`src/rtl/core/sha_pkg.sv`:
```
// Shared types, constants and round functions for the SHA-256 byte stream hasher.
`default_nettype none
package sha_pkg;

    localparam int RoundCount = 64;

    typedef logic [31:0] word_t;

    typedef enum logic [3:0] {
        ST_IDLE,
        ST_LOAD,
        ST_ROUND,
        ST_FOLD,
        ST_PAD,
        ST_EMIT
    } hash_state_t;

    localparam logic [7:0] PadByte = 8'h80;
    localparam logic [5:0] LenStart = 6'd56;

    function automatic word_t round_const(input logic [5:0] idx);
        word_t k [64];
        k = '{
            32'h428a2f98, 32'h71374491, 32'hb5c0fbcf, 32'he9b5dba5,
            32'h3956c25b, 32'h59f111f1, 32'h923f82a4, 32'hab1c5ed5,
            32'hd807aa98, 32'h12835b01, 32'h243185be, 32'h550c7dc3,
            32'h72be5d74, 32'h80deb1fe, 32'h9bdc06a7, 32'hc19bf174,
            32'he49b69c1, 32'hefbe4786, 32'h0fc19dc6, 32'h240ca1cc,
            32'h2de92c6f, 32'h4a7484aa, 32'h5cb0a9dc, 32'h76f988da,
            32'h983e5152, 32'ha831c66d, 32'hb00327c8, 32'hbf597fc7,
            32'hc6e00bf3, 32'hd5a79147, 32'h06ca6351, 32'h14292967,
            32'h27b70a85, 32'h2e1b2138, 32'h4d2c6dfc, 32'h53380d13,
            32'h650a7354, 32'h766a0abb, 32'h81c2c92e, 32'h92722c85,
            32'ha2bfe8a1, 32'ha81a664b, 32'hc24b8b70, 32'hc76c51a3,
            32'hd192e819, 32'hd6990624, 32'hf40e3585, 32'h106aa070,
            32'h19a4c116, 32'h1e376c08, 32'h2748774c, 32'h34b0bcb5,
            32'h391c0cb3, 32'h4ed8aa4a, 32'h5b9cca4f, 32'h682e6ff3,
            32'h748f82ee, 32'h78a5636f, 32'h84c87814, 32'h8cc70208,
            32'h90befffa, 32'ha4506ceb, 32'hbef9a3f7, 32'hc67178f2
        };
        return k[idx];
    endfunction

    function automatic word_t start_word(input logic [2:0] idx);
        word_t h [8];
        h = '{
            32'h6a09e667, 32'hbb67ae85, 32'h3c6ef372, 32'ha54ff53a,
            32'h510e527f, 32'h9b05688c, 32'h1f83d9ab, 32'h5be0cd19
        };
        return h[idx];
    endfunction

    function automatic word_t ror32(input word_t x, input int n);
        return (x >> n) | (x << (32 - n));
    endfunction

endpackage
`default_nettype wire

```
`src/rtl/core/sha_stream_if.sv`:
```
// Valid/ready channel interfaces for the hasher's input and output beats.
`default_nettype none
interface sha_in_if;
    logic       valid;
    logic       ready;
    logic       command;
    logic [7:0] data_byte;

    modport source (output valid, command, data_byte, input ready);
    modport sink (input valid, command, data_byte, output ready);
endinterface

interface sha_out_if;
    logic        valid;
    logic        ready;
    logic [31:0] digest_word;
    logic [2:0]  word_index;
    logic        last_word;

    modport source (output valid, digest_word, word_index, last_word, input ready);
    modport sink (input valid, digest_word, word_index, last_word, output ready);
endinterface
`default_nettype wire

```
`src/rtl/core/sha_block_ram.sv`:
```
// Block buffer memory: 16 words of 32 bits, byte-writable, registered read.
`default_nettype none
module sha_block_ram
    import sha_pkg::*;
(
    input  wire logic       clk,
    input  wire logic       wr_en,
    input  wire logic [3:0] wr_addr,
    input  wire logic [3:0] wr_be,
    input  wire logic [31:0] wr_data,
    input  wire logic [3:0] rd_addr,
    output word_t           rd_data
);

    word_t mem [16];

    // Byte-lane write, big-endian byte 0 in bits 31:24
    always_ff @(posedge clk)
    begin
        if (wr_en)
        begin
            for (int b = 0; b < 4; b++)
            begin
                if (wr_be[b])
                begin
                    mem[wr_addr][8*b +: 8] <= wr_data[8*b +: 8];
                end
            end
        end
        rd_data <= mem[rd_addr];
    end

endmodule
`default_nettype wire

```
`src/rtl/core/sha_round_core.sv`:
```
// Compression engine: 16-word schedule window plus one round per cycle while round_en is high.
`default_nettype none
module sha_round_core
    import sha_pkg::*;
(
    input  wire logic  clk,
    input  wire logic  load_en,     // shift a loaded block word into the window
    input  word_t      load_word,
    input  wire logic  init_en,     // copy chain into working vars
    input  word_t      chain [8],
    input  wire logic  round_en,
    input  wire logic [5:0] round_idx,
    output word_t      work [8]
);

    word_t w_reg [16];
    word_t v_reg [8];
    word_t wt, w_new, s0, s1, t1, t2;

    // Schedule word for this round is always window slot 0
    always_comb
    begin
        wt = w_reg[0];
        s0 = ror32(w_reg[1], 7) ^ ror32(w_reg[1], 18) ^ (w_reg[1] >> 3);
        s1 = ror32(w_reg[14], 17) ^ ror32(w_reg[14], 19) ^ (w_reg[14] >> 10);
        w_new = s1 + w_reg[9] + s0 + w_reg[0];
        t1 = v_reg[7] + (ror32(v_reg[4], 6) ^ ror32(v_reg[4], 11) ^ ror32(v_reg[4], 25))
           + ((v_reg[4] & v_reg[5]) ^ (~v_reg[4] & v_reg[6]))
           + round_const(round_idx) + wt;
        t2 = (ror32(v_reg[0], 2) ^ ror32(v_reg[0], 13) ^ ror32(v_reg[0], 22))
           + ((v_reg[0] & v_reg[1]) ^ (v_reg[0] & v_reg[2]) ^ (v_reg[1] & v_reg[2]));
    end

    // Window shift on load or round
    always_ff @(posedge clk)
    begin
        if (load_en || round_en)
        begin
            for (int i = 0; i < 15; i++)
            begin
                w_reg[i] <= w_reg[i+1];
            end
            w_reg[15] <= load_en ? load_word : w_new;
        end
    end

    // Working variables
    always_ff @(posedge clk)
    begin
        if (init_en)
        begin
            v_reg <= chain;
        end
        else if (round_en)
        begin
            v_reg[7] <= v_reg[6];
            v_reg[6] <= v_reg[5];
            v_reg[5] <= v_reg[4];
            v_reg[4] <= v_reg[3] + t1;
            v_reg[3] <= v_reg[2];
            v_reg[2] <= v_reg[1];
            v_reg[1] <= v_reg[0];
            v_reg[0] <= t1 + t2;
        end
    end

    assign work = v_reg;

endmodule
`default_nettype wire

```
`src/rtl/core/sha256_byte_stream_hasher.sv`:
```
// Top level of the SHA-256 byte stream hasher: control sequencer and chaining state.
//
//  channel   dir  payload                               beat
//  in        in   command, data_byte                    one byte or finish
//  out       out  digest_word, word_index, last_word    one digest word
//
// Append: one byte per cycle while idle; the 64th byte starts the load, rounds and fold.
// Finish: padding writes one buffer word a cycle, then one or two block passes,
// then 8 output beats; each digest word is held on the output until taken.
// Reset restores the initial hash values and clears counts; buffer contents persist.
// The block runs one item at a time; input ready is low while a block or digest runs.
`default_nettype none
module sha256_byte_stream_hasher
    import sha_pkg::*;
(
    input  wire logic  clk,
    input  wire logic  rst_n,
    sha_in_if.sink     in_ch,
    sha_out_if.source  out_ch
);

    hash_state_t state_reg, state_next;
    logic [5:0]  count_reg, count_next;
    logic [63:0] bits_reg, bits_next;
    word_t       chain_reg [8];
    logic [6:0]  step_reg, step_next;
    logic        final_reg, final_next;   // block pass belongs to a finish
    logic        extra_reg, extra_next;   // a further pad block follows
    logic [3:0]  pad_reg, pad_next;       // buffer word being padded
    logic [2:0]  emit_reg, emit_next;

    logic        wr_en;
    logic [3:0]  wr_addr, wr_be, rd_addr;
    word_t       wr_data, rd_data;
    logic        load_en, init_en, round_en, fold_en;
    word_t       work [8];

    sha_block_ram u_ram (
        .clk(clk), .wr_en(wr_en), .wr_addr(wr_addr), .wr_be(wr_be),
        .wr_data(wr_data), .rd_addr(rd_addr), .rd_data(rd_data)
    );

    sha_round_core u_core (
        .clk(clk), .load_en(load_en), .load_word(rd_data), .init_en(init_en),
        .chain(chain_reg), .round_en(round_en), .round_idx(step_reg[5:0]),
        .work(work)
    );

    // Sequencer
    always_comb
    begin
        state_next = state_reg;
        count_next = count_reg;
        bits_next  = bits_reg;
        step_next  = step_reg;
        final_next = final_reg;
        extra_next = extra_reg;
        pad_next   = pad_reg;
        emit_next  = emit_reg;
        in_ch.ready = 1'b0;
        wr_en   = 1'b0;
        wr_addr = count_reg[5:2];
        wr_be   = 4'b0;
        wr_data = '0;
        rd_addr = step_reg[3:0];
        load_en = 1'b0;
        init_en = 1'b0;
        round_en = 1'b0;
        fold_en = 1'b0;
        unique case (state_reg)
            ST_IDLE:
            begin
                in_ch.ready = 1'b1;
                if (in_ch.valid)
                begin
                    if (!in_ch.command)
                    begin
                        wr_en = 1'b1;
                        wr_be = 4'b1000 >> count_reg[1:0];
                        wr_data = {4{in_ch.data_byte}};
                        bits_next = bits_reg + 64'd8;
                        count_next = count_reg + 6'd1;
                        if (count_reg == 6'd63)
                        begin
                            state_next = ST_LOAD;
                            step_next = '0;
                            final_next = 1'b0;
                        end
                    end
                    else
                    begin
                        // pad byte into current slot, zero rest of that word
                        wr_en = 1'b1;
                        wr_be = 4'b1111 >> count_reg[1:0];
                        wr_data = {4{PadByte}} & ~(32'hffffffff >> (8 * count_reg[1:0])
                                  >> 8);
                        pad_next = count_reg[5:2] + 4'd1;
                        extra_next = (count_reg >= LenStart);
                        final_next = 1'b1;
                        if (count_reg[5:2] == 4'd15)
                        begin
                            // pad byte landed in the last word: block is complete
                            state_next = ST_LOAD;
                            step_next = '0;
                        end
                        else
                        begin
                            state_next = ST_PAD;
                        end
                    end
                end
            end
            ST_PAD:
            begin
                // one buffer word a cycle: zeros, then the length words unless another pad block follows
                wr_en = 1'b1;
                wr_addr = pad_reg;
                wr_be = 4'b1111;
                if (!extra_reg && pad_reg == 4'd14)
                    wr_data = bits_reg[63:32];
                else if (!extra_reg && pad_reg == 4'd15)
                    wr_data = bits_reg[31:0];
                else
                    wr_data = '0;
                pad_next = pad_reg + 4'd1;
                if (pad_reg == 4'd15)
                begin
                    state_next = ST_LOAD;
                    step_next = '0;
                end
            end
            ST_LOAD:
            begin
                // step 0 issues read, steps 1..16 shift words in
                if (step_reg != 7'd0)
                    load_en = 1'b1;
                rd_addr = step_reg[3:0];
                step_next = step_reg + 7'd1;
                if (step_reg == 7'd16)
                begin
                    init_en = 1'b1;
                    state_next = ST_ROUND;
                    step_next = '0;
                end
            end
            ST_ROUND:
            begin
                round_en = 1'b1;
                step_next = step_reg + 7'd1;
                if (step_reg == 7'd63)
                    state_next = ST_FOLD;
            end
            ST_FOLD:
            begin
                fold_en = 1'b1;
                if (!final_reg)
                    state_next = ST_IDLE;
                else if (extra_reg)
                begin
                    // second block: all zeros then length
                    extra_next = 1'b0;
                    pad_next = 4'd0;
                    state_next = ST_PAD;
                end
                else
                begin
                    emit_next = '0;
                    state_next = ST_EMIT;
                end
            end
            ST_EMIT:
            begin
                if (out_ch.ready)
                begin
                    emit_next = emit_reg + 3'd1;
                    if (emit_reg == 3'd7)
                    begin
                        state_next = ST_IDLE;
                        count_next = '0;
                        bits_next = '0;
                    end
                end
            end
            default: state_next = ST_IDLE;
        endcase
    end

    assign out_ch.valid = (state_reg == ST_EMIT);
    assign out_ch.digest_word = chain_reg[emit_reg];
    assign out_ch.word_index = emit_reg;
    assign out_ch.last_word = (emit_reg == 3'd7);

    // Control registers
    always_ff @(posedge clk or negedge rst_n)
    begin
        if (!rst_n)
        begin
            state_reg <= ST_IDLE;
            count_reg <= '0;
            bits_reg  <= '0;
            step_reg  <= '0;
            final_reg <= 1'b0;
            extra_reg <= 1'b0;
            pad_reg   <= '0;
            emit_reg  <= '0;
        end
        else
        begin
            state_reg <= state_next;
            count_reg <= count_next;
            bits_reg  <= bits_next;
            step_reg  <= step_next;
            final_reg <= final_next;
            extra_reg <= extra_next;
            pad_reg   <= pad_next;
            emit_reg  <= emit_next;
        end
    end

    // Chaining words: fold after a block, restart after the last digest beat
    always_ff @(posedge clk or negedge rst_n)
    begin
        if (!rst_n)
        begin
            for (int i = 0; i < 8; i++)
                chain_reg[i] <= start_word(3'(i));
        end
        else if (fold_en)
        begin
            for (int i = 0; i < 8; i++)
                chain_reg[i] <= chain_reg[i] + work[i];
        end
        else if (state_reg == ST_EMIT && out_ch.ready && emit_reg == 3'd7)
        begin
            for (int i = 0; i < 8; i++)
                chain_reg[i] <= start_word(3'(i));
        end
    end

endmodule
`default_nettype wire
```
`src/flat_wrapper.sv`:
```
// flat-port wrapper written by rule: the top's interface ports become plain ports
module sha256_byte_stream_hasher_flat import sha_pkg::*;
  (clk, rst_n, in_ch_valid, in_ch_command, in_ch_data_byte, in_ch_ready, out_ch_valid, out_ch_digest_word, out_ch_word_index, out_ch_last_word, out_ch_ready);
  sha_in_if in_ch_i ();
  sha_out_if out_ch_i ();
  input  wire logic clk;
  input  wire logic rst_n;
  input wire logic [$bits(in_ch_i.valid)-1:0] in_ch_valid;
  input wire logic [$bits(in_ch_i.command)-1:0] in_ch_command;
  input wire logic [$bits(in_ch_i.data_byte)-1:0] in_ch_data_byte;
  output wire logic [$bits(in_ch_i.ready)-1:0] in_ch_ready;
  output wire logic [$bits(out_ch_i.valid)-1:0] out_ch_valid;
  output wire logic [$bits(out_ch_i.digest_word)-1:0] out_ch_digest_word;
  output wire logic [$bits(out_ch_i.word_index)-1:0] out_ch_word_index;
  output wire logic [$bits(out_ch_i.last_word)-1:0] out_ch_last_word;
  input wire logic [$bits(out_ch_i.ready)-1:0] out_ch_ready;
  assign in_ch_i.valid = in_ch_valid;
  assign in_ch_i.command = in_ch_command;
  assign in_ch_i.data_byte = in_ch_data_byte;
  assign in_ch_ready = in_ch_i.ready;
  assign out_ch_valid = out_ch_i.valid;
  assign out_ch_digest_word = out_ch_i.digest_word;
  assign out_ch_word_index = out_ch_i.word_index;
  assign out_ch_last_word = out_ch_i.last_word;
  assign out_ch_i.ready = out_ch_ready;
  sha256_byte_stream_hasher u_core (.clk(clk), .rst_n(rst_n), .in_ch(in_ch_i), .out_ch(out_ch_i));
endmodule
```
`config.mk`:
```
export PLATFORM = sky130hd
export DESIGN_NAME = sha256_byte_stream_hasher_flat
export DESIGN_NICKNAME = d
export VERILOG_FILES = /design/src/rtl/core/sha_pkg.sv /design/src/rtl/core/sha_stream_if.sv /design/src/rtl/core/sha_block_ram.sv /design/src/rtl/core/sha_round_core.sv /design/src/rtl/core/sha256_byte_stream_hasher.sv /design/src/flat_wrapper.sv
export SDC_FILE = /design/constraint.sdc
export NUM_CORES = 2
export LEC_CHECK = 0
export ABC_CLOCK_PERIOD_IN_PS = 12500
export BUFFER_PORTS_ARGS = -buffer_cell sky130_fd_sc_hd__buf_2
export CORE_ASPECT_RATIO = 0.5
export CORE_MARGIN = 1.5
export CORE_UTILIZATION = 40
export CTS_CLUSTER_DIAMETER = 60
export DETAILED_ROUTE_END_ITERATION = 6
export GPL_TIMING_DRIVEN = 0
export PLACE_DENSITY = 0.64
export SLEW_MARGIN = 20
export SYNTH_ARGS = -nofsm -noshare
export SYNTH_HDL_FRONTEND = slang
export SYNTH_HIERARCHICAL = 1
export SYNTH_SLANG_ARGS = --single-unit
```
`constraint.sdc`:
```
create_clock -name clk -period 12.5 [get_ports clk]
set_input_delay 2.5 -clock clk [delete_from_list [all_inputs] [get_ports clk]]
set_output_delay 2.5 -clock clk [all_outputs]
set_load 0.01 [all_outputs]
```
Word level (Yosys, flattened, before mapping)

Memory sizes are Yosys's and may differ from the RTL's. A register that Yosys moved wholly into a read port is not among the register bits.
Cells that the tools add are included.

Flip-flop bits (word level): 602
Memory bits (writable): 1024
ROM bits: 2048
Output and inout bits: 38
Memories: 3

Memories:

| name                | depth | bits a word | read ports | clocked after Yosys merged registers in | wr ports | line                 | RTL |
|---|---|---|---|---|---|---|---|
| (name not given)    | 64    | 32          | 1          | 0                                       | 0        | sha_pkg.sv:41        | `return k[idx];` |
| u_core.u_core.w_reg | 16    | 32          | 16         | 0                                       | 16       | sha_round_core.sv:16 | `word_t w_reg [16];` |
| u_core.u_ram.mem    | 16    | 32          | 1          | 1                                       | 1        | sha_block_ram.sv:15  | `word_t mem [16];` |

$add $sub $neg: 24
$lt $le $gt $ge: 3
Equality and inequality tests: 25
Shifts and indexed selects: 3
Multiplexer cells: 86
Bitwise logic cells: 30
Reduce and logical (&&, ||, !) cells: 23

Operators with widths:

| operator                                                         | count |
|---|---|
| 256-bit 2-to-1 mux                                               | 4 |
| 32-bit adder                                                     | 18 |
| 32-bit 2-to-1 mux                                                | 9 |
| 32-bit XOR                                                       | 9 |
| 64-bit 2-to-1 mux                                                | 4 |
| 32-bit bitwise AND                                               | 5 |
| 64-bit case mux with 2 select lines                              | 1 |
| 32-bit binary-select mux with 3-bit select                       | 1 |
| 64-bit by 4-bit adder with 64-bit output (second input constant) | 1 |
| 4-bit 2-to-1 mux                                                 | 16 |
| 32-bit case mux with 2 select lines                              | 1 |
| 7-bit 2-to-1 mux                                                 | 6 |
| 24-bit inverter with 32-bit output                               | 1 |
| 32-bit inverter                                                  | 1 |
| 10-bit by 32-bit OR with 32-bit output                           | 1 |
| 13-bit by 32-bit OR with 32-bit output                           | 1 |
| 14-bit by 32-bit OR with 32-bit output                           | 1 |
| 15-bit by 32-bit OR with 32-bit output                           | 1 |
| 19-bit by 32-bit OR with 32-bit output                           | 1 |
| 21-bit by 32-bit OR with 32-bit output                           | 1 |
| 25-bit by 32-bit OR with 32-bit output                           | 1 |
| 26-bit by 32-bit OR with 32-bit output                           | 1 |
| 30-bit by 32-bit OR with 32-bit output                           | 1 |
| 7-bit by 32-bit OR with 32-bit output                            | 1 |
| 46 further kinds                                                 | 107 |

Depth between registers and ports, before layout

Depth after elaboration: 10
Gate-level depth with buffers: 40

Hierarchy

The synthesis kept the hierarchy.

Modules (own cells, without submodules):

| module                    | times used | cells an instance | area an instance (sq um) | sequential area each (sq um) |
|---|---|---|---|---|
| sha_round_core            | 1          | 3338              | 42707.2                  | 23062.1 |
| sha256_byte_stream_hasher | 1          | 3212              | 28287.1                  | 8728.4 |
| sha_block_ram             | 1          | 909               | 20099.3                  | 16015.4 |

Least setup slack after synthesis

No wires, ideal clock.

Path type: flip-flop to flip-flop
Start: reg u_core.step_reg[1]
End: reg u_core.u_core.v_reg (netlist bit u_core/u_core/work[254]), data pin
Setup time: 0.135 ns
Arrival: 8.649 ns
Slack: 3.716 ns
Stages on the path, launching flop included: 37
Buffers on the path: 2
Cell sequence: dfrtp_1 -> clkbuf_1 -> inv_1 -> ha_1 -> and2_1 -> clkbuf_1 -> o311a_1 -> a31o_2 -> o21ai_0 -> fa_1 -> fa_1 -> inv_1 -> fa_1 -> ha_1 -> inv_1 -> fa_1 -> nor2b_1 -> o31a_1 -> o21ai_1 -> o31ai_1 -> and2_1 -> o21ai_0 -> nand2b_1 -> xor2_1 -> inv_1 -> fa_1 -> inv_1 -> ha_1 -> or4_1 -> a21o_1 -> a31oi_1 -> o21ai_2 -> a311o_1 -> a31oi_2 -> o21ai_1 -> or4b_1 -> nand3_1

Longest elaborated chain between the ends: 9
Elaborated cells between the ends (all ways): 12
Classes of those cells: 3 x add/sub; 1 x eq/ne; 6 x mux; 1 x bitwise; 1 x memory

Ends and longest elaborated chain:

| item                                                   | line                             | RTL |
|---|---|---|
| start: declaration                                     | sha256_byte_stream_hasher.sv:26  | `logic [6:0] step_reg, step_next;` |
| start signal: assignment                               | sha256_byte_stream_hasher.sv:212 | `step_reg <= step_next;` |
| 6-bit inverter with 7-bit output (not written as such) | sha_pkg.sv:41                    |  |
| memory 64 x 32 bit                                     | --                               |  |
| 32-bit 2-to-1 mux (not written as such) (2 in a row)   | sha_pkg.sv:41                    |  |
| 32-bit adder (2 in a row)                              | sha_round_core.sv:29             | `+ round_const(round_idx) + wt;` |
| 32-bit adder                                           | sha_round_core.sv:63             | `v_reg[0] <= t1 + t2;` |
| 256-bit 2-to-1 mux                                     | sha_round_core.sv:54             | `else if (round_en)` |
| 256-bit 2-to-1 mux *                                   | sha_round_core.sv:50             | `if (init_en)` |
| end signal: assignment                                 | sha_round_core.sv:52             | `v_reg <= chain;` |
| end: declaration                                       | sha_round_core.sv:17             | `word_t v_reg [8];` |

Every way passes the cells marked *; elsewhere a longest branch is shown, timed or not. The select of a mux whose other input is x is not followed.
A chain may end at the register's enable or synchronous reset.

Worst setup path in the final report

Start: reg u_core.step_reg[1]
End: reg u_core.u_core.v_reg (netlist bit u_core/u_core/work[255]), data pin

Same word-level chain as after synthesis.

==> results.cfg <==
[sta]
final-hold-violation-count = 0
fmax_ghz = 0.0834
finalClockSkew_ns = 0.110
relSlewSlack = 0.143
holdWs_ns = 0.384
setup_viol = 0
rsz0062_at_grt = false
finalMaxSlewViolations = 0
tightestPinTransition_ns = 1.28
fin_crit_ns = 11.98
setup_tns_ns = 0
period_share = 0.959

[final_layout]
synthToLayoutAreaGrowth_pct = 11.3
multi_input_area_um2 = 40400
regArea_um2 = 47800
drive_gt1_frac = 0.134
fillers = 20600
nets = 8321

[clock_network]
clock_sinks = 1654
clk_latency_ns = 0.87
ctsResizeCount = 0
cts_tree = built
root_buffer = clkbuf_16
hold_buffers = 0
cts-htree-levels = 4
path_clk_slew_ns = 0.07
cts_buffers = 166
clock_path_buffers = 4
cts_setup_buffers = 0

[worst_hold_path]
hold_path.class = register to register

[place]
place_congestion = 0.986
port_buffers = 50
hpwlAfterDp_um = 225000

[yosys]
synth.most_common_cell = edfxtp_1
synth_cells = 7459
synth_edf_count = 1280
synth_seq_cells = 1654
ys_seq_area_frac = 0.525
syn_area_per_cell_um2 = 12.2
ys_async_sr_fraction = 0.207
synthTopCellsByCount = edfxtp_1, o21ai_0, a21oi_1, nand2_1, inv_1
synth.top_cell.area_share = 0.422
synth_area_leader_cell = edfxtp_1
ys.flop_type = edfxtp_1
syn_nets = 8061
synth_area_leaders = edfxtp_1, dfrtp_1, ha_1
netlist-cell-type-count = 106
syn_area_um2 = 91100
yosysWarnings = 6

[floorplanning]
core_um2 = 226000
placementRows = 123
ios = 51
start_util = 0.404
fp.dieW_um = 678
die-area_um2 = 231000
die_h_um = 340

[worst_setup_path]
slowest_stage = dfrtp_1
cp-start-kind = register
cp.required_ns = 13.04
slowest_delay_ns = 0.72
crit_fanout = 14
cp-end-kind = register
crit_type = register to register
arrival_ns = 12.53
cpMostUsedCell = a21o_1

[global_routing]
grt_max_degree = 88
grt-ovfl-total = 0
first_global_vias = 60800
grt_pass1_wl_um = 423000
grtUsageTotal = 0.251
antenna_found_initial = 12

[detailed_routing]
avgRoutedWirePerCell_um = 27.5
drcViolationCount = 0
dr.pass1.iters = 7
drtIter0Drc = 7313
routed_wl_um = 298000
viasPerCell = 5.87
final_antenna_net_count = 0
vias = 63700

[status]
status = finished clean

[run]
cap_violations = 0
[routing by layer]
| layer | GRT usage | share of wire |
|---|---|---|
| met3 | 0.0531 | 0.092 |
| met2 | 0.388 | 0.44 |
| met5 | 0 | 0.000047 |
| met4 | 0.101 | 0.046 |
| met1 | 0.346 | 0.42 |
[kinds of logic after synthesis]
group | Yosys count | synth area share
AO/OA/AOI/OAI | 1777 | 0.121
XOR/XNOR | 638 | 0.0615
multiplexers | 514 | 0.0869
flip-flops | 1654 | 0.525
AND/OR/NAND/NOR | 1517 | 0.0765
adder cells (fa/ha/maj) | 591 | 0.0972
buffers and inverters | 768 | 0.0322
[critical path: cells and delay by family, from the launching register on]
family,cells,cell delay (ns)
AOI/OAI and AO/OA,18,4.60
adders and majority gates,7,3.22
buffers and inverters,6,1.68
DFF,1,0.72
xor gates and xnor gates,2,0.66
and+or+nand+nor,3,0.54
muxes,1,0.27
[layout by cell type, fill, tap and decap left out, types with 136 or more instances in the layout]
cell,Yosys,layout
edfxtp_1,1280,1280
o21ai_0,523,490
nand2_1,479,479
a21oi_1,479,479
inv_1,441,441
nor2_1,434,432
ha_1,394,394
xnor2_1,355,355
xor2_1,282,282
clkbuf_1,262,260
mux2_2,253,253
a21o_1,227,227
dfrtp_1,206,206
mux4_2,196,196
fa_1,195,195
nand3_1,177,177
clkbuf_16,0,171
dfstp_2,136,136
[stage by stage]
step | area (um2) | util | cells | setup WS [ns]
floorplan | 91100 | - | 7459 | 3.72
global placement | 95100 | 0.422 | 10500 | -0.592
detailed placement | 96000 | 0.425 | 10600 | 0.318
CTS | 101000 | 0.449 | 10800 | 0.266
global route | 101000 | 0.449 | 10800 | 0.153
finish | 101000 | 0.449 | 10900 | 0.516
[final timing paths]
check	cells past startpoint	slack (ns)	endpoint	start
worst max-delay path	37	0.52	u_core/u_core/work[255]	u_core/step_reg[1]
worst min register to register	0	0.38	u_core/u_core/w_reg[0][212]	u_core/u_core/w_reg[0][244]
worst max register to register	37	0.52	u_core/u_core/work[255]	u_core/step_reg[1]
max in group asynchronous	3	9.41	u_core/bits_reg[36]	rst_n
min in group asynchronous	1	1.67	u_core/chain_reg[64]	rst_n
worst min-delay path	0	0.38	u_core/u_core/w_reg[0][212]	u_core/u_core/w_reg[0][244]
[layout make-up]
| cell class | count | share of cell area |
|---|---|---|
| diodes | 7 | 0.000173 |
| plain buffers | 324 | 0.0131 |
| clock buffers | 212 | 0.0443 |
| clock inverters | 84 | 0.00888 |
| inverters | 444 | 0.0164 |
| multi-input cells | 5037 | 0.399 |
| flip-flops and latches | 1654 | 0.471 |
| well taps | 3000 | 0.0370 |
| repair buffers | 92 | 0.0100 |
Power is left out: the tool's default activity adds up to more than one toggle a clock period on the data nets, which glitch-free logic cannot reach.
